==> src/design/bps_pkg.sv <==
// ----------------------------------------------------------------------------
// bps_pkg
// Shared widths, codes and types of the bilinear pixel sampler.
// ----------------------------------------------------------------------------
package bps_pkg;

   localparam int MAX_WIDTH_DEF  = 64;
   localparam int MAX_HEIGHT_DEF = 64;
   localparam int FRAC_BITS_DEF  = 10;

   localparam int COORD_W    = 26;
   localparam int INDEX_W    = 12;
   localparam int PIXEL_W    = 32;
   localparam int CHAN_W     = 8;
   localparam int CHAN_N     = 4;
   localparam int CORNER_N   = 4;
   localparam int DIM_W      = 7;
   localparam int REQ_DATA_W = INDEX_W + PIXEL_W + 2 * COORD_W;
   localparam int RSP_DATA_W = PIXEL_W;

   localparam int WEIGHT_SHIFT = 10;
   localparam int WEIGHT_W     = WEIGHT_SHIFT + 1;
   localparam int PROD_W       = CHAN_W + WEIGHT_W;
   localparam int ACC_W        = PROD_W + 2;

   localparam logic [WEIGHT_W-1:0] WEIGHT_ONE = WEIGHT_W'(1) << WEIGHT_SHIFT;
   localparam logic [CHAN_W-1:0]   CHAN_MAX   = 8'hFF;
   localparam logic [DIM_W-1:0]    DIM_RESET  = 7'd64;

   localparam int CSR_INDEX_W = 2;
   localparam logic [CSR_INDEX_W-1:0] REG_FRAME_WIDTH  = 2'd0;
   localparam logic [CSR_INDEX_W-1:0] REG_FRAME_HEIGHT = 2'd1;

   localparam logic REQ_WRITE  = 1'b0;
   localparam logic REQ_SAMPLE = 1'b1;

   typedef struct packed {
      logic [WEIGHT_W-1:0] tl;
      logic [WEIGHT_W-1:0] tr;
      logic [WEIGHT_W-1:0] bl;
      logic [WEIGHT_W-1:0] br;
      logic                oor;
   } bps_weights_type;

   typedef struct packed {
      logic [PIXEL_W-1:0] tl;
      logic [PIXEL_W-1:0] tr;
      logic [PIXEL_W-1:0] bl;
      logic [PIXEL_W-1:0] br;
   } bps_corners_type;

endpackage

==> src/design/bps_blend.sv <==
// ----------------------------------------------------------------------------
// bps_blend
// Weights each channel of the four neighbours, sums, scales and clamps; zeroes out-of-range samples.
// ----------------------------------------------------------------------------
module bps_blend (
   input  logic                           clock,
   input  logic                           reset,
   input  logic                           s2_valid,
   output logic                           s2_ready,
   input  bps_pkg::bps_weights_type       s2_weights,
   input  bps_pkg::bps_corners_type       corners,
   output logic                           rsp_tvalid,
   input  logic                           rsp_tready,
   output logic [bps_pkg::RSP_DATA_W-1:0] rsp_tdata,
   output logic                           rsp_tuser
);
   import bps_pkg::*;

   logic                v3_ff, v3_in;
   logic                oor3_ff;
   logic [PROD_W-1:0]   prod_ff [CHAN_N][CORNER_N];
   logic [PROD_W-1:0]   prod_in [CHAN_N][CORNER_N];
   logic                v4_ff, v4_in;
   logic                oor4_ff;
   logic [PIXEL_W-1:0]  pix4_ff, pix4_in;
   logic                rdy3, rdy4;
   logic                adv2, adv3;

   assign rdy4     = !v4_ff || rsp_tready;
   assign rdy3     = !v3_ff || rdy4;
   assign s2_ready = rdy3;
   assign adv2     = s2_valid && rdy3;
   assign adv3     = v3_ff && rdy4;

   always_comb begin
      for (int c = 0; c < CHAN_N; c++) begin
         prod_in[c][0] = PROD_W'(corners.tl[CHAN_W*c +: CHAN_W]) * PROD_W'(s2_weights.tl);
         prod_in[c][1] = PROD_W'(corners.tr[CHAN_W*c +: CHAN_W]) * PROD_W'(s2_weights.tr);
         prod_in[c][2] = PROD_W'(corners.bl[CHAN_W*c +: CHAN_W]) * PROD_W'(s2_weights.bl);
         prod_in[c][3] = PROD_W'(corners.br[CHAN_W*c +: CHAN_W]) * PROD_W'(s2_weights.br);
      end
   end

   always_comb begin
      logic [ACC_W-1:0] acc;
      logic [ACC_W-WEIGHT_SHIFT-1:0] scaled;
      pix4_in = '0;
      for (int c = 0; c < CHAN_N; c++) begin
         acc = ACC_W'(prod_ff[c][0]) + ACC_W'(prod_ff[c][1]) +
               ACC_W'(prod_ff[c][2]) + ACC_W'(prod_ff[c][3]);
         scaled = acc[ACC_W-1:WEIGHT_SHIFT];
         if (scaled > (ACC_W - WEIGHT_SHIFT)'(CHAN_MAX)) begin
            pix4_in[CHAN_W*c +: CHAN_W] = CHAN_MAX;
         end else begin
            pix4_in[CHAN_W*c +: CHAN_W] = scaled[CHAN_W-1:0];
         end
      end
      if (oor3_ff) begin
         pix4_in = '0;
      end
   end

   always_comb begin
      v3_in = v3_ff;
      if (adv2) begin
         v3_in = 1'b1;
      end else if (rdy4) begin
         v3_in = 1'b0;
      end
      v4_in = v4_ff;
      if (adv3) begin
         v4_in = 1'b1;
      end else if (rsp_tready) begin
         v4_in = 1'b0;
      end
   end

   always_ff @(posedge clock) begin
      if (reset) begin
         v3_ff <= 1'b0;
         v4_ff <= 1'b0;
      end else begin
         v3_ff <= v3_in;
         v4_ff <= v4_in;
      end
      if (adv2) begin
         prod_ff <= prod_in;
         oor3_ff <= s2_weights.oor;
      end
      if (adv3) begin
         pix4_ff <= pix4_in;
         oor4_ff <= oor3_ff;
      end
   end

   assign rsp_tvalid = v4_ff;
   assign rsp_tdata  = pix4_ff;
   assign rsp_tuser  = oor4_ff;

endmodule

==> config.mk <==
export PLATFORM = sky130hd
export DESIGN_NAME = bps_blend
export DESIGN_NICKNAME = d
export VERILOG_FILES = /design/src/design/bps_pkg.sv /design/src/design/bps_blend.sv
export SDC_FILE = /design/constraint.sdc
export NUM_CORES = 2
export LEC_CHECK = 0
export CORE_UTILIZATION = 60
export CTS_BUF_LIST = sky130_fd_sc_hd__clkbuf_8
export DETAILED_ROUTE_END_ITERATION = 8
export DONT_BUFFER_PORTS = 1
export PLACE_DENSITY = 0.79
export SETUP_SLACK_MARGIN = 0.2
export SYNTH_ARGS = -nofsm -noshare
export SYNTH_HDL_FRONTEND = slang
export SYNTH_SLANG_ARGS = --single-unit
==> constraint.sdc <==
create_clock -name clock -period 9.4 [get_ports clock]
set_input_delay 1.88 -clock clock [delete_from_list [all_inputs] [get_ports clock]]
set_output_delay 1.88 -clock clock [all_outputs]
set_load 0.05 [all_outputs]
==> results.toml <==
[outcome]
status = "complete, no violations"

[worst_setup_path]
worstPathMaxFanout = 11
crit_buf_inv = 2
cp.depth = 14
cp.arrival_ns = 6.08
cp_top_family = "adder cells"
slowest_delay_ns = 0.57
cp_common_cell = "fa_1"
crit_path_start_kind = "input port"
worstSetupPathType = "input port to flop"
path_cells = "and2_1, fa_1, inv_1, fa_1, fa_1, inv_1, fa_1, ha_1, a2111oi_0, o31ai_1, o41ai_2, o2111ai_1, a21oi_1, xnor2_1"
regToRegSetupSlack_ns = 5.13
r2r_start = "prod_ff[232]"
cp-end-kind = "flop"
rr_endpoint = "rsp_tdata[1]"
required_ns = 9.82
cpMaxStageDelayCell = "a2111oi_0"
r2r_cells = 13

[placed_design]
dpl.hpwl_um = 116000
portBuffers = 0
post-place-ws_ns = 3.14
place_congestion = 0.933
dp_cells = 7573

[clocking]
clockRootBuffer = "clkbuf_8"
cts_resized = 0
clock_path_buffers = 3
cts_hold_buffers = 0
tritoncts = "built"
clk_pin_slew_ns = 0.06
cts_made_buffers = 61
numClockSinks = 340
postCtsSetupRepairBufs = 0
clock_latency_ns = 0.75
cts_max_level = 2

[synthesis]
syn_nets = 8359
syn_avg_cell_area_sq_um = 9.46
ys_seq_elements = 340
synthDistinctLibCells = 71
synthCells = 6474
yosysSeqAreaShare = 0.166
yosysWarnings = 0
synth_ff_type = "edfxtp_1"
mappedNetlistArea_sq_um = 61200
synthArstFlopShare = 0
synth_edf_count = 338

[sta]
max_freq_ghz = 0.177
finalCritPeriodShare = 0.603
fin_ws_ns = 3.74
hold_ws_ns = 0.512
slew_headroom = 0.294
slew_viol_final = 0
tns_ns = 0
hold_viol_final = 0
finalSetupViolCount = 0
period_needed_ns = 5.66
skew_ns = 0.0774
rsz0062_at_grt = "false"
tightestPinTransition_ns = 1.06

[floorplan]
io_pins = 212
num_rows = 116
die_y_um = 321
die_w_um = 321
initial_core_util = 0.609
coreArea_sq_um = 101000
die_area_sq_um = 103000

[job]
cap_violations = 0

[cells_and_area]
multi_input_area_sq_um = 44500
stdcell_count = 7686
nets = 8164
fillCellCount = 7988
drive_gt1_frac = 0.0213
seq_area_sq_um = 10200
area_growth_pct = 3.48

[grt]
overflow = 0
grt_max_degree = 160
antenna_found_initial = 4
grt.total_usage = 0.294
grt_pass1_wl_um = 237000
grt_pass1_vias = 45486

[min_path]
min_path_type = "flop to flop"
min_from = "v3_ff"
min_to = "rsp_tvalid"
hold_depth = 2

[detailed_routing]
first_pass_iters = 6
via_count = 42618
wl_um = 145000
routedWlPerCell_um = 18.9
viasPerCell = 5.54
ant_nets = 0
remaining_drc_errors = 0
drt_iter0_drc = 2805

[pwr]
power_density_nw_per_um2 = 316
ir_drop_mv = 0.353
p_leak_nw = 31.8
==> layout by cell type (no fill, tap or decap), types with 10 or more instances in the layout <==
cell type   netlist  final
o31ai_1          12     12
nand4_1          14     14
or3_1            23     23
nand4b_1         10     10
xnor2_1         186    186
a21oi_1         171    171
nor2_1          131    131
nor2b_1          34     33
o21bai_1         15     15
clkinv_1          0     11
o21a_1           30     30
clkinv_2          0     12
fa_1           1012   1012
clkinvlp_4        0     10
nand2_1         620    620
xor2_1           54     54
ha_1            696    696
and3_1           18     18
inv_1          1491   1494
or2_2            14     14
clkbuf_8          0     62
edfxtp_1        338    338
a21o_1           56     56
a31oi_1          35     35
nand3_1          51     51
o21ai_0          52     52
nand2b_1         23     23
a211oi_1         23     23
and2_1          885    884
nor3_1           75     75
o21ai_1          26     26
==> worst max-delay path by stage <==
stage                startpoint      endpoint  slack (ns)
floorplan            rsp_tready       oor3_ff        2.80
global placement    corners[42]  prod_ff[189]        3.18
detailed placement  corners[42]  prod_ff[189]        3.14
CTS                 corners[42]  prod_ff[189]        3.84
global route        corners[42]  prod_ff[189]        3.52
finish              corners[42]  prod_ff[189]        3.74
==> registers in the layout, summed over array words and instances, names as in the netlist <==
register	flops
rsp_tdata	32
rsp_tuser	1
v3_ff	1
oor3_ff	1
rsp_tvalid	1
prod_ff	304
==> report_power, final <==
part | switching, mW | total [mW] | internal [mW]
sequential | 0.449 | 3.22 | 2.77
combinational | 8.71 | 15.2 | 6.48
clock | 0.713 | 1.59 | 0.875
==> cells by family (layout without fill, tap and decap cells) <==
family | Yosys count | in the layout | synth area share
xor+xnor | 240 | 240 | 0.0343
fa+ha+maj | 1708 | 1708 | 0.473
mux | 3 | 3 | 0.000531
simple gates | 1920 | 1920 | 0.164
compound gates | 509 | 509 | 0.0540
buf+inv | 1754 | 1608 | 0.108
flops | 340 | 340 | 0.166
other cells | 0 | 1 | 0
==> final cells by class <==
class / count / share of cell area
well taps: 1357 / 0.0268
repair buffers: 5 / 0.000790
multi-input cells: 4380 / 0.702
clock inverters: 50 / 0.00796
inverters: 1491 / 0.0883
clock buffers: 62 / 0.0135
diodes: 1 / 0.0000395
flip-flops and latches: 340 / 0.161
==> synth_stat cells (26+ instances only) <==
master | count | area (sq um)
a21o_1 | 56 | 420
a21oi_1 | 171 | 856
a31oi_1 | 35 | 219
and2_1 | 885 | 5540
clkbuf_1 | 263 | 987
edfxtp_1 | 338 | 10100
fa_1 | 1012 | 20300
ha_1 | 696 | 8710
inv_1 | 1491 | 5600
nand2_1 | 620 | 2330
nand3_1 | 51 | 255
nor2_1 | 131 | 492
nor2b_1 | 34 | 213
nor3_1 | 75 | 375
o21a_1 | 30 | 225
o21ai_0 | 52 | 260
o21ai_1 | 26 | 130
xnor2_1 | 186 | 1630
xor2_1 | 54 | 473
==> through the flow <==
| stage | instance area, sq um | util | total power, mW |
|---|---|---|---|
| detailed placement | 62000 | 0.616 | 18.1 |
| global route | 63400 | 0.630 | 22.0 |
| CTS | 63300 | 0.630 | 19.9 |
| finish | 63400 | 0.630 | 20.0 |
| floorplan | 61200 | - | 14.5 |
| global placement | 62000 | 0.616 | 17.6 |
==> worst min-delay path, cell delays in order, from the launching register on <==
cell and delay (ns):
dfxtp_1 0.33, nor2_1 0.10, nor2_1 0.04
==> layer usage <==
layer	track usage	part of all wire
met3	0.0554	0.077
met2	0.484	0.47
met4	0.130	0.049
met1	0.377	0.40
met5	0	0.000089
Power figures use the tool's default switching activity.
