### src/design/bps_pkg.sv
// ----------------------------------------------------------------------------
// bps_pkg
// Shared widths, codes and types of the bilinear pixel sampler.
// ----------------------------------------------------------------------------
package bps_pkg;

   localparam int MAX_WIDTH_DEF  = 64;
   localparam int MAX_HEIGHT_DEF = 64;
   localparam int FRAC_BITS_DEF  = 10;

   localparam int COORD_W    = 26;
   localparam int INDEX_W    = 12;
   localparam int PIXEL_W    = 32;
   localparam int CHAN_W     = 8;
   localparam int CHAN_N     = 4;
   localparam int CORNER_N   = 4;
   localparam int DIM_W      = 7;
   localparam int REQ_DATA_W = INDEX_W + PIXEL_W + 2 * COORD_W;
   localparam int RSP_DATA_W = PIXEL_W;

   localparam int WEIGHT_SHIFT = 10;
   localparam int WEIGHT_W     = WEIGHT_SHIFT + 1;
   localparam int PROD_W       = CHAN_W + WEIGHT_W;
   localparam int ACC_W        = PROD_W + 2;

   localparam logic [WEIGHT_W-1:0] WEIGHT_ONE = WEIGHT_W'(1) << WEIGHT_SHIFT;
   localparam logic [CHAN_W-1:0]   CHAN_MAX   = 8'hFF;
   localparam logic [DIM_W-1:0]    DIM_RESET  = 7'd64;

   localparam int CSR_INDEX_W = 2;
   localparam logic [CSR_INDEX_W-1:0] REG_FRAME_WIDTH  = 2'd0;
   localparam logic [CSR_INDEX_W-1:0] REG_FRAME_HEIGHT = 2'd1;

   localparam logic REQ_WRITE  = 1'b0;
   localparam logic REQ_SAMPLE = 1'b1;

   typedef struct packed {
      logic [WEIGHT_W-1:0] tl;
      logic [WEIGHT_W-1:0] tr;
      logic [WEIGHT_W-1:0] bl;
      logic [WEIGHT_W-1:0] br;
      logic                oor;
   } bps_weights_type;

   typedef struct packed {
      logic [PIXEL_W-1:0] tl;
      logic [PIXEL_W-1:0] tr;
      logic [PIXEL_W-1:0] bl;
      logic [PIXEL_W-1:0] br;
   } bps_corners_type;

endpackage

### src/design/bps_front.sv
// ----------------------------------------------------------------------------
// bps_front
// Input stage: frame store writes, neighbour addresses, corner weights.
// ----------------------------------------------------------------------------
module bps_front #(
   parameter int MAX_WIDTH  = bps_pkg::MAX_WIDTH_DEF,
   parameter int MAX_HEIGHT = bps_pkg::MAX_HEIGHT_DEF,
   parameter int FRAC_BITS  = bps_pkg::FRAC_BITS_DEF,
   parameter int ADDR_W     = $clog2(MAX_WIDTH * MAX_HEIGHT)
) (
   input  logic                           clock,
   input  logic                           reset,
   input  logic                           req_tvalid,
   output logic                           req_tready,
   input  logic [bps_pkg::REQ_DATA_W-1:0] req_tdata,
   input  logic                           req_tuser,
   input  logic [bps_pkg::DIM_W-1:0]      width_eff,
   input  logic [bps_pkg::DIM_W-1:0]      height_eff,
   output logic                           wr_en,
   output logic [ADDR_W-1:0]              wr_addr,
   output logic [bps_pkg::PIXEL_W-1:0]    wr_data,
   output logic                           rd_en,
   output logic [ADDR_W-1:0]              rd_addr_tl,
   output logic [ADDR_W-1:0]              rd_addr_tr,
   output logic [ADDR_W-1:0]              rd_addr_bl,
   output logic [ADDR_W-1:0]              rd_addr_br,
   output logic                           s2_valid,
   input  logic                           s2_ready,
   output bps_pkg::bps_weights_type       s2_weights
);
   import bps_pkg::*;

   localparam int DEPTH = MAX_WIDTH * MAX_HEIGHT;
   localparam int XW    = $clog2(MAX_WIDTH);
   localparam int YW    = $clog2(MAX_HEIGHT);
   localparam int SUM_W = XW + YW + DIM_W;
   localparam int PW    = 2 * FRAC_BITS + 1;
   localparam logic [FRAC_BITS:0] FRAC_ONE = (FRAC_BITS + 1)'(1) << FRAC_BITS;

   logic                 v1_ff, v1_in;
   logic                 kind1_ff;
   logic [INDEX_W-1:0]   idx1_ff;
   logic [PIXEL_W-1:0]   pix1_ff;
   logic [COORD_W-1:0]   xc1_ff;
   logic [COORD_W-1:0]   yc1_ff;
   logic                 v2_ff, v2_in;
   bps_weights_type      wt2_ff;

   logic                 accept;
   logic                 leave;
   logic                 adv1;
   logic                 is_sample;
   logic [31:0]          idx_ext;
   logic [COORD_W-1:0]   lim_x, lim_y;
   logic                 oor;
   logic [XW-1:0]        col1, col2;
   logic [YW-1:0]        row1, row2;
   logic [XW:0]          col2_pre;
   logic [YW:0]          row2_pre;
   logic [DIM_W-1:0]     last_col, last_row;
   logic [FRAC_BITS-1:0] fx, fy;
   logic [FRAC_BITS:0]   gx, gy;
   logic [PW-1:0]        p_br, p_bl, p_tr;
   logic [PW+WEIGHT_SHIFT-1:0] t_br, t_bl, t_tr;
   bps_weights_type      wt;

   function automatic logic [ADDR_W-1:0] cell_addr(input logic [YW-1:0]    r,
                                                   input logic [XW-1:0]    c,
                                                   input logic [DIM_W-1:0] w);
      logic [SUM_W-1:0] s;
      s = SUM_W'(r) * SUM_W'(w) + SUM_W'(c);
      return s[ADDR_W-1:0];
   endfunction

   assign is_sample  = (kind1_ff == REQ_SAMPLE);
   assign leave      = !is_sample || !v2_ff || s2_ready;
   assign adv1       = v1_ff && leave;
   assign req_tready = !v1_ff || leave;
   assign accept     = req_tvalid && req_tready;

   assign idx_ext = 32'(idx1_ff);
   assign wr_en   = adv1 && !is_sample && (idx_ext < 32'(DEPTH));
   assign wr_addr = idx_ext[ADDR_W-1:0];
   assign wr_data = pix1_ff;
   assign rd_en   = adv1 && is_sample;

   always_comb begin
      lim_x = COORD_W'(width_eff) << FRAC_BITS;
      lim_y = COORD_W'(height_eff) << FRAC_BITS;
      oor   = xc1_ff[COORD_W-1] || yc1_ff[COORD_W-1] ||
              (xc1_ff >= lim_x) || (yc1_ff >= lim_y);

      col1 = xc1_ff[FRAC_BITS +: XW];
      row1 = yc1_ff[FRAC_BITS +: YW];
      fx   = xc1_ff[FRAC_BITS-1:0];
      fy   = yc1_ff[FRAC_BITS-1:0];

      last_col = width_eff - DIM_W'(1);
      last_row = height_eff - DIM_W'(1);
      col2_pre = {1'b0, col1} + (XW + 1)'(fx != '0);
      row2_pre = {1'b0, row1} + (YW + 1)'(fy != '0);
      if (32'(col2_pre) > 32'(last_col)) begin
         col2 = XW'(last_col);
      end else begin
         col2 = col2_pre[XW-1:0];
      end
      if (32'(row2_pre) > 32'(last_row)) begin
         row2 = YW'(last_row);
      end else begin
         row2 = row2_pre[YW-1:0];
      end

      gx   = FRAC_ONE - {1'b0, fx};
      gy   = FRAC_ONE - {1'b0, fy};
      p_br = PW'(fx) * PW'(fy);
      p_bl = PW'(gx) * PW'(fy);
      p_tr = PW'(fx) * PW'(gy);
      t_br = {p_br, {WEIGHT_SHIFT{1'b0}}};
      t_bl = {p_bl, {WEIGHT_SHIFT{1'b0}}};
      t_tr = {p_tr, {WEIGHT_SHIFT{1'b0}}};
      wt.br  = t_br[2 * FRAC_BITS +: WEIGHT_W];
      wt.bl  = t_bl[2 * FRAC_BITS +: WEIGHT_W];
      wt.tr  = t_tr[2 * FRAC_BITS +: WEIGHT_W];
      wt.tl  = WEIGHT_ONE - wt.br - wt.bl - wt.tr;
      wt.oor = oor;
   end

   assign rd_addr_tl = cell_addr(row1, col1, width_eff);
   assign rd_addr_tr = cell_addr(row1, col2, width_eff);
   assign rd_addr_bl = cell_addr(row2, col1, width_eff);
   assign rd_addr_br = cell_addr(row2, col2, width_eff);

   always_comb begin
      v1_in = v1_ff;
      if (accept) begin
         v1_in = 1'b1;
      end else if (adv1) begin
         v1_in = 1'b0;
      end
      v2_in = v2_ff;
      if (rd_en) begin
         v2_in = 1'b1;
      end else if (s2_ready) begin
         v2_in = 1'b0;
      end
   end

   always_ff @(posedge clock) begin
      if (reset) begin
         v1_ff <= 1'b0;
         v2_ff <= 1'b0;
      end else begin
         v1_ff <= v1_in;
         v2_ff <= v2_in;
      end
      if (accept) begin
         kind1_ff <= req_tuser;
         idx1_ff  <= req_tdata[INDEX_W-1:0];
         pix1_ff  <= req_tdata[INDEX_W +: PIXEL_W];
         xc1_ff   <= req_tdata[INDEX_W + PIXEL_W +: COORD_W];
         yc1_ff   <= req_tdata[INDEX_W + PIXEL_W + COORD_W +: COORD_W];
      end
      if (rd_en) begin
         wt2_ff <= wt;
      end
   end

   assign s2_valid   = v2_ff;
   assign s2_weights = wt2_ff;

endmodule

### config.mk
export PLATFORM = sky130hd
export DESIGN_NAME = bps_front
export DESIGN_NICKNAME = d
export VERILOG_FILES = /design/src/design/bps_pkg.sv /design/src/design/bps_front.sv
export SDC_FILE = /design/constraint.sdc
export NUM_CORES = 1
export LEC_CHECK = 0
export ABC_AREA = 1
export BUFFER_PORTS_ARGS = -buffer_cell sky130_fd_sc_hd__buf_2
export CAP_MARGIN = 20
export CORE_MARGIN = 8
export CORE_UTILIZATION = 61
export CTS_CLUSTER_SIZE = 28
export DETAILED_ROUTE_END_ITERATION = 8
export PLACE_DENSITY = 0.83
export SLEW_MARGIN = 15
export SYNTH_ARGS = -nofsm -noshare
export SYNTH_HDL_FRONTEND = slang
export SYNTH_SLANG_ARGS = --single-unit
### constraint.sdc
create_clock -name clock -period 9.75 [get_ports clock]
set_clock_uncertainty 0.05 [all_clocks]
set_input_delay 0.4875 -clock clock [delete_from_list [all_inputs] [get_ports clock]]
set_output_delay 0.4875 -clock clock [all_outputs]
set_load 0.02 [all_outputs]
==> flow_metrics.env <==
export IMPL_antenna_found_initial=1
export IMPL_place_hpwl_um=46510
export IMPL_grt_ovfl_total=0
export IMPL_crit_start="yc1_ff[0]"
export IMPL_track_usage=0.2787
export IMPL_route_top_layer_used="met4"
export IMPL_syn_instance_count=2421
export IMPL_cp_common_cell="nand2_1"
export IMPL_nets=3300
export IMPL_status="completed"
export IMPL_start_kind="flop"
export IMPL_initial_core_util=0.6193
export IMPL_viasPerCell=5.470
export IMPL_synth_top_cell_area_share=0.2439
export IMPL_dr_first_iter_drc_count=1307
export IMPL_clk_pin_slew_ns=0.08
export IMPL_post_route_util=0.6889
export IMPL_synth_flop_cell="edfxtp_1"
export IMPL_finalSetupTns_ns=0
export IMPL_finalMaxSlewViolations=0
export IMPL_syn_nets=3070
export IMPL_wl_met3_um=4789
export IMPL_synth_warnings=0
export IMPL_max_stage_delay_ns=0.66
export IMPL_io_pins=256
export IMPL_cts_sinks=143
export IMPL_end_kind="primary output"
export IMPL_synth_common_cells="inv_1, nand2_1, ha_1"
export IMPL_cts_resized=0
export IMPL_die_h_um=200.5
export IMPL_cp_top_family="adder cells"
export IMPL_crit_cells=38
export IMPL_whs_ns=0.1543
export IMPL_die_w_um=200.5
export IMPL_worstPathMaxFanout=17
export IMPL_finalHoldViolCount=0
export IMPL_relSlewSlack=0.3711
export IMPL_clock_latency_ns=0.46
export IMPL_rrSetupSlack_ns=0.75
export IMPL_core_um2=33530
export IMPL_grt_pass1_vias=17790
export IMPL_wl_per_cell_um=17.96
export IMPL_cts_tree="done"
export IMPL_drc_errors=0
export IMPL_gp_congestion=0.9981
export IMPL_drtAntennaViolNets=0
export IMPL_routed_wl_um=55920
export IMPL_crit_end="rd_addr_br[11]"
export IMPL_drt_met1_wl_um=21410
export IMPL_r2r_cells=34
export IMPL_syn_area_per_cell_um2=8.578
export IMPL_fin_crit_ns=9.069
export IMPL_critPathSlowestCell="edfxtp_1"
export IMPL_vias=17030
export IMPL_worstPathArrival_ns=8.53
export IMPL_route_met2_wl_um=27390
export IMPL_dr_pass1_iters=8
export IMPL_synth_distinct_cells=55
export IMPL_path_class="flop to primary output"
export IMPL_post_cts_buffers=0
export IMPL_synth_area_leaders="fa_1, edfxtp_1, ha_1, inv_1, nand2_1"
export IMPL_row_count=67
export IMPL_syn_to_final_growth_pct=11.24
export IMPL_syn_area_um2=20770
export IMPL_die_area_um2=40200
export IMPL_max_cap_viol_count=0
export IMPL_hold_class="input port to flop"
export IMPL_r2r_start="xc1_ff[4]"
export IMPL_r2r_end="s2_weights[43]"
export IMPL_async_reset_ff_frac=0
export IMPL_grt_pass1_wl_um=90640
export IMPL_yosysTopAreaCell="fa_1"
export IMPL_synth_edf_count=141
export IMPL_tightest_slew_ns=0.9433
export IMPL_cts_inserted_buffers=17
export IMPL_synth_most_common_cell="inv_1"
export IMPL_hold_buffers=0
export IMPL_path_buf_inv=8
export IMPL_setup_viol=0
export IMPL_root_buffer="clkbuf_16"
export IMPL_cts_max_level=4
export IMPL_rsz0062_at_grt="no"
export IMPL_layout_drive_gt1_share=0.1396
export IMPL_n_fill_cell=2658
export IMPL_grt_max_degree=75
export IMPL_max_clock_freq_mhz=110.3
export IMPL_clockBufferDepth=2
export IMPL_ys_seq_elements=143
export IMPL_finalCritPeriodShare=0.9302
export IMPL_port_buffers=254
export IMPL_synth_seq_area_share=0.2058
export IMPL_cp_required_ns=9.21
==> metrics by stage <==
step,instances,cell area [µm²],setup slack (ns)
global placement,3080,22470,1.131
detailed placement,3080,22470,0.9085
floorplan,2421,20770,1.885
global route,3113,23100,0.1706
finish,3113,23100,0.6810
CTS,3112,23100,0.7442
==> layer usage <==
| metal | GRT usage | vias up |
|---|---|---|
| li1 | - | 7966 |
| met5 | 0 | - |
| met3 | 0.06310 | 171 |
| met1 | 0.3328 | 8065 |
| met2 | 0.4756 | 826 |
| met4 | 0.1267 | 0 |
==> area by class of cell <==
class	count	area, µm²	area share
antenna	1	2.502	0.0001083
clock buffer	18	429.2	0.01858
clock inverter	14	202.7	0.008774
inverter	557	2095	0.09067
multi-input combinational	1664	14160	0.6130
sequential	143	4274	0.1850
tap	448	560.5	0.02426
timing repair buffer	268	1376	0.05958
==> cell usage in the layout (no fill, tap or decap), drive strengths merged, types with 2 or more instances in the layout <==
master,count
a21o,7
a21oi,101
a221oi,2
a31oi,8
and2,2
buf,268
bufinv,4
clkbuf,18
clkinv,9
dfxtp,2
edfxtp,141
fa,253
ha,281
inv,557
nand2,519
nand3,54
nand3b,3
nand4,27
nor2,185
nor3,12
nor3b,2
nor4,7
o2111ai,2
o211ai,7
o21a,7
o21ai,49
o21bai,10
or2,8
xnor2,38
xor2,73
==> worst min path at each step <==
stage	cells after the start	slack, ns	to	start
2_1_floorplan	2	0.47	s2_weights[0]	xc1_ff[25]
3_3_place_gp	2	0.48	v1_ff	v1_ff
3_5_place_dp	2	0.50	v1_ff	v1_ff
4_1_cts	2	0.14	v1_ff	reset
5_1_grt	1	0.14	yc1_ff[5]	req_tdata[75]
6_report	2	0.15	v1_ff	reset
==> sequential cells by signal (all words and copies together), names as in the netlist <==
signal and flops:
wr_addr 12, s2_weights 44, wr_data 32, xc1_ff 26
is_sample 1, s2_valid 1, v1_ff 1, yc1_ff 26
==> kinds of logic after synthesis <==
kind of cell    after synthesis  share of synthesized area
compound gates              198                    0.05615
flops                       143                     0.2058
buf+inv                     614                     0.1123
fa+ha+maj                   534                     0.4132
xor+xnor                    111                    0.04989
simple gates                820                     0.1625
other cells                   1                  0.0001806
Power is left out: the tool's default activity adds up to more than one toggle a clock period on the data nets, which glitch-free logic cannot reach.
